## src/sv/pfanm_pkg.sv

```systemverilog
// ============================================================================
// pfanm_pkg
// shared types, widths and command codes of the pseudo-float add/mul unit
// ============================================================================
`default_nettype none

package pfanm_pkg;

  localparam int unsigned FRAC_BITS_DEF = 25;
  localparam int unsigned CMD_W         = 2;
  localparam int unsigned EXP_W         = 16;
  localparam int unsigned FRAC_W        = 32;
  // exact intermediate fraction: a full 32x32 product fits here
  localparam int unsigned WIDE_W        = 64;
  // exponent before normalization: sum of two exponents
  localparam int unsigned MID_EXP_W     = EXP_W + 1;
  // bit length of a wide magnitude: 0 to 64
  localparam int unsigned LEN_W         = $clog2(WIDE_W + 1);

  typedef enum logic [CMD_W-1:0] {
    CMD_ADD = 2'd0,
    CMD_SUB = 2'd1,
    CMD_MUL = 2'd2,
    CMD_RSV = 2'd3   // decodes as multiply
  } cmd_e;

  typedef struct packed {
    logic [CMD_W-1:0]         cmd;
    logic signed [EXP_W-1:0]  x_exponent;
    logic signed [FRAC_W-1:0] x_fraction;
    logic signed [EXP_W-1:0]  y_exponent;
    logic signed [FRAC_W-1:0] y_fraction;
  } in_word_t;

  // raw result before normalization
  typedef struct packed {
    logic signed [MID_EXP_W-1:0] exponent;
    logic signed [WIDE_W-1:0]    fraction;
  } mid_word_t;

  typedef struct packed {
    logic signed [EXP_W-1:0]  z_exponent;
    logic signed [FRAC_W-1:0] z_fraction;
  } out_word_t;

  // number of bits up to and including the highest set bit
  function automatic logic [LEN_W-1:0] bit_len(input logic [WIDE_W-1:0] v);
    logic [LEN_W-1:0] len;
    len = '0;
    for (int i = 0; i < WIDE_W; i++) begin
      if (v[i]) begin
        len = LEN_W'(i + 1);
      end
    end
    return len;
  endfunction

endpackage

`default_nettype wire

```

## src/sv/pfanm_if.sv

```systemverilog
// ============================================================================
// pfanm interfaces
// valid/ready channels for operand words and result words
// ============================================================================
`default_nettype none

interface pfanm_in_if;
  import pfanm_pkg::*;

  logic                     valid;
  logic                     ready;
  logic [CMD_W-1:0]         cmd;
  logic signed [EXP_W-1:0]  x_exponent;
  logic signed [FRAC_W-1:0] x_fraction;
  logic signed [EXP_W-1:0]  y_exponent;
  logic signed [FRAC_W-1:0] y_fraction;

  modport source (
    output valid, cmd, x_exponent, x_fraction, y_exponent, y_fraction,
    input  ready
  );
  modport sink (
    input  valid, cmd, x_exponent, x_fraction, y_exponent, y_fraction,
    output ready
  );
endinterface

interface pfanm_out_if;
  import pfanm_pkg::*;

  logic                     valid;
  logic                     ready;
  logic signed [EXP_W-1:0]  z_exponent;
  logic signed [FRAC_W-1:0] z_fraction;

  modport source (
    output valid, z_exponent, z_fraction,
    input  ready
  );
  modport sink (
    input  valid, z_exponent, z_fraction,
    output ready
  );
endinterface

`default_nettype wire

```

## src/sv/pfanm_arith.sv

```systemverilog
// ============================================================================
// pfanm_arith
// aligns and adds/subtracts, or multiplies, at full width without wrap
// ============================================================================
`default_nettype none

module pfanm_arith #(
  parameter int unsigned FRAC_BITS = pfanm_pkg::FRAC_BITS_DEF
) (
  input  pfanm_pkg::in_word_t  word_i,
  output pfanm_pkg::mid_word_t word_o
);
  import pfanm_pkg::*;

  localparam int unsigned SUM_W = FRAC_W + 2;
  localparam int unsigned OPD_W = FRAC_W + 1;
  localparam int unsigned SH_W  = $clog2(WIDE_W);
  localparam logic [MID_EXP_W-1:0] SH_MAX = MID_EXP_W'(WIDE_W - 1);

  logic signed [MID_EXP_W-1:0] xe, ye;
  logic signed [OPD_W-1:0]     xf, yf, big_f, small_f, small_sh;
  logic                        x_big, is_mul;
  logic [MID_EXP_W-1:0]        diff;
  logic [SH_W-1:0]             shamt;
  logic signed [SUM_W-1:0]     sum;
  logic signed [WIDE_W-1:0]    prod;

  always_comb begin
    xe = {word_i.x_exponent[EXP_W-1], word_i.x_exponent};
    ye = {word_i.y_exponent[EXP_W-1], word_i.y_exponent};
    xf = {word_i.x_fraction[FRAC_W-1], word_i.x_fraction};
    yf = {word_i.y_fraction[FRAC_W-1], word_i.y_fraction};
    if (word_i.cmd == CMD_SUB) begin
      yf = -yf;
    end

    x_big   = xe > ye;
    diff    = x_big ? MID_EXP_W'(xe - ye) : MID_EXP_W'(ye - xe);
    shamt   = (diff > SH_MAX) ? SH_W'(SH_MAX) : diff[SH_W-1:0];
    big_f   = x_big ? xf : yf;
    small_f = x_big ? yf : xf;
    // shifts past the operand width leave only its sign
    small_sh = small_f >>> shamt;
    sum      = {big_f[OPD_W-1], big_f} + {small_sh[OPD_W-1], small_sh};

    prod = WIDE_W'($signed(word_i.x_fraction)) * WIDE_W'($signed(word_i.y_fraction));

    is_mul = word_i.cmd inside {CMD_MUL, CMD_RSV};
    if (is_mul) begin
      word_o.exponent = xe + ye;
      word_o.fraction = prod >>> FRAC_BITS;
    end else begin
      word_o.exponent = x_big ? xe : ye;
      word_o.fraction = WIDE_W'(sum);
    end
  end

endmodule

`default_nettype wire

```

## src/sv/pfanm_norm.sv

```systemverilog
// ============================================================================
// pfanm_norm
// normalizes |fraction| into [one, 2*one) and saturates the exponent
// ============================================================================
`default_nettype none

module pfanm_norm #(
  parameter int unsigned FRAC_BITS = pfanm_pkg::FRAC_BITS_DEF
) (
  input  pfanm_pkg::mid_word_t word_i,
  output pfanm_pkg::out_word_t word_o
);
  import pfanm_pkg::*;

  localparam int unsigned ADJ_W = MID_EXP_W + 1;
  localparam logic [LEN_W-1:0] NORM_LEN = LEN_W'(FRAC_BITS + 1);
  // -(2*one): the only value a floored right shift can land on at 2*one
  localparam logic signed [WIDE_W-1:0] NEG_TWO =
    -(WIDE_W'(64'sd1) <<< (FRAC_BITS + 1));
  localparam logic signed [ADJ_W-1:0] EXP_HI = ADJ_W'(2**(EXP_W-1) - 1);
  localparam logic signed [ADJ_W-1:0] EXP_LO = -ADJ_W'(2**(EXP_W-1));

  logic [WIDE_W-1:0]        mag;
  logic [LEN_W-1:0]         len, rsh, lsh;
  logic signed [WIDE_W-1:0] f_r, f_n;
  logic signed [ADJ_W-1:0]  e_ext, e_adj;
  logic                     fix;

  always_comb begin
    mag   = word_i.fraction[WIDE_W-1] ? WIDE_W'(-word_i.fraction)
                                      : WIDE_W'(word_i.fraction);
    len   = bit_len(mag);
    rsh   = len - NORM_LEN;
    lsh   = NORM_LEN - len;
    e_ext = {word_i.exponent[MID_EXP_W-1], word_i.exponent};
    f_r   = word_i.fraction >>> rsh;
    fix   = (f_r == NEG_TWO);

    if (len > NORM_LEN) begin
      // shift down; negative values round toward minus infinity
      f_n   = fix ? (f_r >>> 1) : f_r;
      e_adj = e_ext + $signed({{(ADJ_W-LEN_W){1'b0}}, rsh})
                    + $signed({{(ADJ_W-1){1'b0}}, fix});
    end else begin
      f_n   = word_i.fraction <<< lsh;
      e_adj = e_ext - $signed({{(ADJ_W-LEN_W){1'b0}}, lsh});
    end

    word_o.z_fraction = f_n[FRAC_W-1:0];
    if (len == '0) begin
      word_o.z_exponent = '0;
    end else if (e_adj > EXP_HI) begin
      word_o.z_exponent = EXP_HI[EXP_W-1:0];
    end else if (e_adj < EXP_LO) begin
      word_o.z_exponent = EXP_LO[EXP_W-1:0];
    end else begin
      word_o.z_exponent = e_adj[EXP_W-1:0];
    end
  end

endmodule

`default_nettype wire

```

## src/sv/pseudo_float_add_mul_normalize.sv

```systemverilog
// ============================================================================
// pseudo_float_add_mul_normalize
// pipelined add / subtract / multiply of (exponent, fraction) pseudo-floats
// ============================================================================
// usage:
//   in_i carries one operand word per handshake: cmd (add, subtract x minus
//   y, multiply; the spare code multiplies), and two exponent/fraction pairs.
//   out_o returns one normalized word per operand word, in order.
// timing:
//   three register stages: operand register, raw-result register after the
//   align/add or multiply, and the result register after normalization.
//   a word moves from the operand register to the raw-result register and
//   then to the result register, where out_o.valid shows it; one word enters
//   and one leaves every cycle while out_o.ready is high, since each stage is
//   a single combinational pass and all stages advance together.
// reset:
//   rst_ni clears all stage valid flags; the pipeline comes up empty and
//   in_i.ready is high.
// backpressure:
//   when out_o.ready is low the full stages hold; a stage still takes a new
//   word as long as some stage downstream has room, so bubbles are squeezed
//   out before in_i.ready drops.
// ============================================================================
`default_nettype none

module pseudo_float_add_mul_normalize #(
  parameter int unsigned FRAC_BITS = pfanm_pkg::FRAC_BITS_DEF
) (
  input  wire logic      clk_i,
  input  wire logic      rst_ni,
  pfanm_in_if.sink       in_i,
  pfanm_out_if.source    out_o
);
  import pfanm_pkg::*;

  // stage valid flags
  logic v_op_q, v_op_d, v_mid_q, v_mid_d, v_res_q, v_res_d;
  // stage advance enables
  logic en_op, en_mid, en_res;

  in_word_t  op_q;
  mid_word_t mid_d, mid_q;
  out_word_t res_d, res_q;

  // a stage may load when empty or when its contents move on
  assign en_res = !v_res_q || out_o.ready;
  assign en_mid = !v_mid_q || en_res;
  assign en_op  = !v_op_q  || en_mid;

  assign in_i.ready = en_op;

  always_comb begin
    v_op_d  = en_op  ? in_i.valid : v_op_q;
    v_mid_d = en_mid ? v_op_q     : v_mid_q;
    v_res_d = en_res ? v_mid_q    : v_res_q;
  end

  always_ff @(posedge clk_i or negedge rst_ni) begin
    if (!rst_ni) begin
      v_op_q  <= 1'b0;
      v_mid_q <= 1'b0;
      v_res_q <= 1'b0;
    end else begin
      v_op_q  <= v_op_d;
      v_mid_q <= v_mid_d;
      v_res_q <= v_res_d;
    end
  end

  // operand register
  always_ff @(posedge clk_i) begin
    if (en_op && in_i.valid) begin
      op_q.cmd        <= in_i.cmd;
      op_q.x_exponent <= in_i.x_exponent;
      op_q.x_fraction <= in_i.x_fraction;
      op_q.y_exponent <= in_i.y_exponent;
      op_q.y_fraction <= in_i.y_fraction;
    end
  end

  // align and add, or multiply
  pfanm_arith #(
    .FRAC_BITS (FRAC_BITS)
  ) u_arith (
    .word_i (op_q),
    .word_o (mid_d)
  );

  always_ff @(posedge clk_i) begin
    if (en_mid && v_op_q) begin
      mid_q <= mid_d;
    end
  end

  // normalize and saturate
  pfanm_norm #(
    .FRAC_BITS (FRAC_BITS)
  ) u_norm (
    .word_i (mid_q),
    .word_o (res_d)
  );

  always_ff @(posedge clk_i) begin
    if (en_res && v_mid_q) begin
      res_q <= res_d;
    end
  end

  assign out_o.valid      = v_res_q;
  assign out_o.z_exponent = res_q.z_exponent;
  assign out_o.z_fraction = res_q.z_fraction;

  // ---------------------------------------------------------------------------
  // checks
  // ---------------------------------------------------------------------------
  localparam logic signed [FRAC_W:0] ONE_S = (FRAC_W+1)'(1) <<< FRAC_BITS;
  localparam logic signed [FRAC_W:0] TWO_S = (FRAC_W+1)'(1) <<< (FRAC_BITS + 1);

  logic signed [FRAC_W:0] z_ext;
  assign z_ext = {out_o.z_fraction[FRAC_W-1], out_o.z_fraction};

  // zero fraction always carries exponent zero
  a_zero_exp: assert property (@(posedge clk_i) disable iff (!rst_ni)
    (out_o.valid && z_ext == '0) |-> out_o.z_exponent == '0)
    else $error("zero fraction with nonzero exponent");

  // nonzero results are normalized
  a_norm_range: assert property (@(posedge clk_i) disable iff (!rst_ni)
    (out_o.valid && z_ext != '0) |->
      ((z_ext >= ONE_S && z_ext < TWO_S) || (z_ext <= -ONE_S && z_ext > -TWO_S)))
    else $error("result fraction out of normalized range");

  // an empty operand stage always takes a word
  a_ready_empty: assert property (@(posedge clk_i) disable iff (!rst_ni)
    !v_op_q |-> in_i.ready)
    else $error("input stalled with empty operand stage");

  // a word in the middle stage reaches the result stage when it has room
  a_mid_moves: assert property (@(posedge clk_i) disable iff (!rst_ni)
    (v_mid_q && en_res) |=> v_res_q)
    else $error("raw result lost between stages");

endmodule

`default_nettype wire

```

## src/flat_wrapper.sv

```systemverilog
// flat-port wrapper written by rule: the top's interface ports become plain ports
module pseudo_float_add_mul_normalize_flat import pfanm_pkg::*;
#(
  parameter int unsigned FRAC_BITS = pfanm_pkg::FRAC_BITS_DEF
)
  (clk_i, rst_ni, in_i_valid, in_i_cmd, in_i_x_exponent, in_i_x_fraction, in_i_y_exponent, in_i_y_fraction, in_i_ready, out_o_valid, out_o_z_exponent, out_o_z_fraction, out_o_ready);
  pfanm_in_if in_i_i ();
  pfanm_out_if out_o_i ();
  input  wire logic clk_i;
  input  wire logic rst_ni;
  input wire logic [$bits(in_i_i.valid)-1:0] in_i_valid;
  input wire logic [$bits(in_i_i.cmd)-1:0] in_i_cmd;
  input wire logic [$bits(in_i_i.x_exponent)-1:0] in_i_x_exponent;
  input wire logic [$bits(in_i_i.x_fraction)-1:0] in_i_x_fraction;
  input wire logic [$bits(in_i_i.y_exponent)-1:0] in_i_y_exponent;
  input wire logic [$bits(in_i_i.y_fraction)-1:0] in_i_y_fraction;
  output wire logic [$bits(in_i_i.ready)-1:0] in_i_ready;
  output wire logic [$bits(out_o_i.valid)-1:0] out_o_valid;
  output wire logic [$bits(out_o_i.z_exponent)-1:0] out_o_z_exponent;
  output wire logic [$bits(out_o_i.z_fraction)-1:0] out_o_z_fraction;
  input wire logic [$bits(out_o_i.ready)-1:0] out_o_ready;
  assign in_i_i.valid = in_i_valid;
  assign in_i_i.cmd = in_i_cmd;
  assign in_i_i.x_exponent = in_i_x_exponent;
  assign in_i_i.x_fraction = in_i_x_fraction;
  assign in_i_i.y_exponent = in_i_y_exponent;
  assign in_i_i.y_fraction = in_i_y_fraction;
  assign in_i_ready = in_i_i.ready;
  assign out_o_valid = out_o_i.valid;
  assign out_o_z_exponent = out_o_i.z_exponent;
  assign out_o_z_fraction = out_o_i.z_fraction;
  assign out_o_i.ready = out_o_ready;
  pseudo_float_add_mul_normalize #(.FRAC_BITS(FRAC_BITS)) u_core (.clk_i(clk_i), .rst_ni(rst_ni), .in_i(in_i_i), .out_o(out_o_i));
endmodule
```

## config.mk

```make
export PLATFORM = sky130hd
export DESIGN_NAME = pseudo_float_add_mul_normalize_flat
export DESIGN_NICKNAME = d
export VERILOG_FILES = /design/src/sv/pfanm_pkg.sv /design/src/sv/pfanm_if.sv /design/src/sv/pfanm_arith.sv /design/src/sv/pfanm_norm.sv /design/src/sv/pseudo_float_add_mul_normalize.sv /design/src/flat_wrapper.sv
export SDC_FILE = /design/constraint.sdc
export NUM_CORES = 2
export LEC_CHECK = 0
export BUFFER_PORTS_ARGS = -buffer_cell sky130_fd_sc_hd__buf_2
export CELL_PAD_IN_SITES_DETAIL_PLACEMENT = 0
export CELL_PAD_IN_SITES_GLOBAL_PLACEMENT = 1
export CORE_MARGIN = 2
export CORE_UTILIZATION = 50
export CTS_BUF_LIST = sky130_fd_sc_hd__clkbuf_8 sky130_fd_sc_hd__clkbuf_16
export CTS_CLUSTER_DIAMETER = 40
export CTS_CLUSTER_SIZE = 14
export DETAILED_ROUTE_END_ITERATION = 7
export MAX_ROUTING_LAYER = met4
export PLACE_DENSITY = 0.93
export SETUP_SLACK_MARGIN = 0.05
export SLEW_MARGIN = 20
export SYNTH_ARGS = -nofsm -noshare
export SYNTH_HDL_FRONTEND = slang
export SYNTH_SLANG_ARGS = --single-unit
```

## constraint.sdc

```tcl
create_clock -name clk_i -period 15.3 [get_ports clk_i]
set_input_delay 2.295 -clock clk_i [delete_from_list [all_inputs] [get_ports clk_i]]
set_output_delay 2.295 -clock clk_i [all_outputs]
set_load 0.05 [all_outputs]
```

==> Flow_metrics.wiki <==
{| class="wikitable"
! Metric !! Value
|-
| Result of the run || complete, no violations
|-
| Final setup TNS || 0 ps
|-
| Die footprint || 117000 um2
|-
| Standard cell with the maximum stage delay on the critical path || buf_4
|-
| Count of routing violations after the opening detailed-route iteration || 4182
|-
| Number of cells on the worst reg-to-reg path || 33
|-
| Width of the chip || between 300 and 400 um
|-
| Headroom to the max-slew limit || 34.9%
|-
| Top flip-flop cell by instance count after synthesis || edfxtp_1
|-
| Setup crit end || u_core.mid_q[32]
|-
| Global-route usage over all layers || 31.3%
|-
| Final net count || 7809
|-
| Worst slack, placed || between 4000 and 5000 ps
|-
| Row cnt || between 100 and 150
|-
| Asr flop ratio synth || under 10%
|-
| Synthesized instance count || 6471
|-
| Ranking of synthesized cells by instance count || inv_1 (1229), fa_1 (1088), nand2_1 (1080)
|-
| Met2 layer usage reported by global route || approximately half
|-
| Library cell with the highest instance count after synthesis || inv_1
|-
| Fraction of final layout cells with drive strength greater than 1 || 7.66%
|-
| Number of warning messages in the yosys log || 0
|-
| EDFF count, synth || 202
|-
| Worst Path Required || 15650 ps
|-
| Total inserted antenna cells || 0
|-
| Detailed-route wire length || 173000 um
|-
| Number of remaining DRC errors || 0
|-
| Final cycle utilization of the critical path || a little over two thirds
|-
| Cell chosen for the clock root || clkbuf_16
|-
| Number of hold violations in the final report || 0
|-
| Largest cells by area after synthesis || fa_1 (38%), edfxtp_1 (11%), inv_1 (8.1%), nand2_1 (7.1%), ha_1 (6.2%)
|-
| Worst setup path class || flop to flop
|-
| Drt via density || 5.86
|-
| Gr ovfl total || 0
|-
| Final number of setup-violating endpoints || 0
|-
| Longest individual stage delay on the worst path || 720 ps
|-
| Count of input and output buffers || 151
|-
| Avg WL per Cell || 22.0 um
|-
| Post-layout worst setup margin || ~4700 ps
|-
| Clock transition at the register clock pins on the worst setup and hold paths after CTS || 60 ps
|-
| Layout overhead on the synthesized area || 5.51%
|-
| Max-slew violation count || 0
|-
| Synthesized area || 57200 um2
|-
| Setup slack of the most critical reg-to-reg path || 4690 ps
|-
| Clock latency of the later-clocked register in the worst-skew pair || roughly 630 ps
|-
| Buffer levels on the longest clock path || 3
|-
| Number of clock buffers inserted by TritonCTS || 39
|-
| Mean cell area of the mapped netlist || just under 9 um2
|-
| Maximum number of pins on one net before global-route repair || 83
|-
| Effective utilization at floorplan || 50.2%
|-
| Global placer's final weighted congestion || 1.00
|-
| Count of different cell masters after synthesis || 106
|-
| Nature of the critical path endpoint || flop
|-
| Kind of start point of the critical path || flop
|-
| Unrepaired setup endpoints after global routing || false
|-
| CTS tree || built
|-
| Highest clock rate || between 90 and 100 MHz
|-
| Arrival time worst endpoint || 10960 ps
|-
| Worst-case clock skew || 44.2 ps
|-
| Post-layout min period || 10610 ps
|-
| CORE AREA || around 110000 um2
|-
| Source of the worst register-to-register timing path || u_core.op_q[42]
|-
| Remaining number of nets flagged by the antenna check after routing || 0
|-
| Most prevalent standard cell on the critical path || o21ai_0
|-
| Flip-flop and latch count after synthesis || 205
|-
| Transition time at the pin with the least slew margin || 952 ps
|-
| Global route hottest layer || met2
|-
| End of the worst register-to-register path || u_core.mid_q[32]
|-
| Dominant cell type by area after synthesis || fa_1
|-
| Total half-perimeter wirelength after legalization and detailed placement || around 130000 um
|-
| Number of antenna violations at the first check in global routing || 3
|-
| Count of maximum capacitance violations || 0
|-
| Vias in the first global route || 48.8k
|-
| Synth top area share || a little under two fifths
|-
| Via count of the routed design || 46.2k
|-
| IO Pins || 152
|-
| Met1 track utilization from global routing || 41.8%
|-
| Post CTS Setup Buffer Count || 0
|-
| Number of sinks driven by the clock tree || between 200 and 250
|-
| CP max FO || 74
|-
| CP startpoint || u_core.op_q[42]
|-
| Wire length of the first global-routing pass || 277000 um
|-
| Finished Core Util || between 50% and 60%
|-
| Number of cells upsized or downsized after cts || 0
|-
| Met3 capacity usage during global routing || 5.22%
|-
| Path category of the worst min-delay check || flop to flop
|-
| First-pass detailed-route iteration total || 6
|-
| Count of hold buffers inserted by post-cts repair || 0
|-
| Seq/Total Area, Yosys || 10.7%
|-
| Syn nets || 7943
|-
| CTS H-Tree Depth || 2
|-
| DIE HEIGHT || 342 um
|}
state kept, by name (all words and copies together), names as in the netlist:
signal and cells:
u_core.op_q 98, u_core.out_o.z_exponent 16, u_core.mid_q 56, u_core.v_mid_q 1
u_core.v_op_q 1, u_core.out_o.valid 1, u_core.out_o.z_fraction 32
logic make-up (layout without fill, tap and decap cells):
logic type | after synthesis | count (layout) | synth area share, %
DFF | 205 | 205 | 10.7
AOI/OAI and AO/OA | 878 | 878 | 10.1
muxes | 208 | 208 | 5.35
xor gates and xnor gates | 152 | 152 | 2.35
buffers and inverters | 1669 | 1566 | 11.2
adders and majority gates | 1370 | 1370 | 44.3
and+or+nand+nor | 1989 | 1989 | 16.0
worst min path at each step:
| stage | from | to | slack [ps] | cells past startpoint |
|---|---|---|---|---|
| finish | u_core.v_op_q | u_core.v_mid_q | 490 | 1 |
| floorplan | u_core.v_op_q | u_core.v_mid_q | 450 | 1 |
| global placement | u_core.v_op_q | u_core.v_mid_q | 460 | 1 |
| global route | u_core.v_op_q | u_core.v_mid_q | 500 | 1 |
| detailed placement | u_core.v_op_q | u_core.v_mid_q | 480 | 1 |
| CTS | u_core.v_op_q | u_core.v_mid_q | 500 | 1 |
critical path, delay by kind of cell, from the launching register on:
| kind | cells | cell delay, ps |
|---|---|---|
| XOR/XNOR | 2 | 250 |
| adder cells (fa/ha/maj) | 2 | 980 |
| AND/OR/NAND/NOR | 7 | 1720 |
| buffers and inverters | 3 | 1110 |
| AO/OA/AOI/OAI | 17 | 5260 |
| multiplexers | 2 | 500 |
| flip-flops | 1 | 410 |
through the flow:
step,instances,cell area [um2],hold slack [ps]
5_1_grt,7880,60300,503
6_report,7880,60300,485
3_5_place_dp,7807,58900,483
3_3_place_gp,7807,58900,462
2_1_floorplan,6471,57200,449
4_1_cts,7879,60300,496
layout make-up:
type | count | area [um2]
inverters | 1237 | 4660
clock inverters | 33 | 429
well taps | 1512 | 1890
multi-input cells | 4597 | 44700
clock buffers | 39 | 976
repair buffers | 257 | 1560
flip-flops and latches | 205 | 6140
fillers | 10420 | 53500
layout by cell type (no fill, tap or decap), types with 39 or more instances in the layout:
cell type / netlist / final
inv_1: 1229 / 1231
a21oi_1: 218 / 218
nor3_1: 86 / 86
xor2_1: 55 / 54
a211oi_1: 48 / 48
a21o_1: 53 / 53
nand3_1: 65 / 65
o21ai_0: 193 / 193
xnor2_1: 95 / 95
clkbuf_16: 0 / 39
mux2i_1: 111 / 111
ha_1: 282 / 282
nor2_1: 234 / 233
nand2_1: 1080 / 1079
buf_4: 5 / 105
fa_1: 1088 / 1088
mux4_2: 76 / 76
edfxtp_1: 202 / 202
and2_1: 250 / 247
nand2b_1: 59 / 59
buf_2: 30 / 151
o21a_1: 45 / 45
layer usage:
metal,part of all wire (%),up-vias
li1,-,20153
met1,41,23415
met2,46,2221
met3,9.0,387
met4,3.5,0
met5,0,-
Power is left out: the tool's default activity adds up to more than one toggle a clock period on the data nets, which glitch-free logic cannot reach.
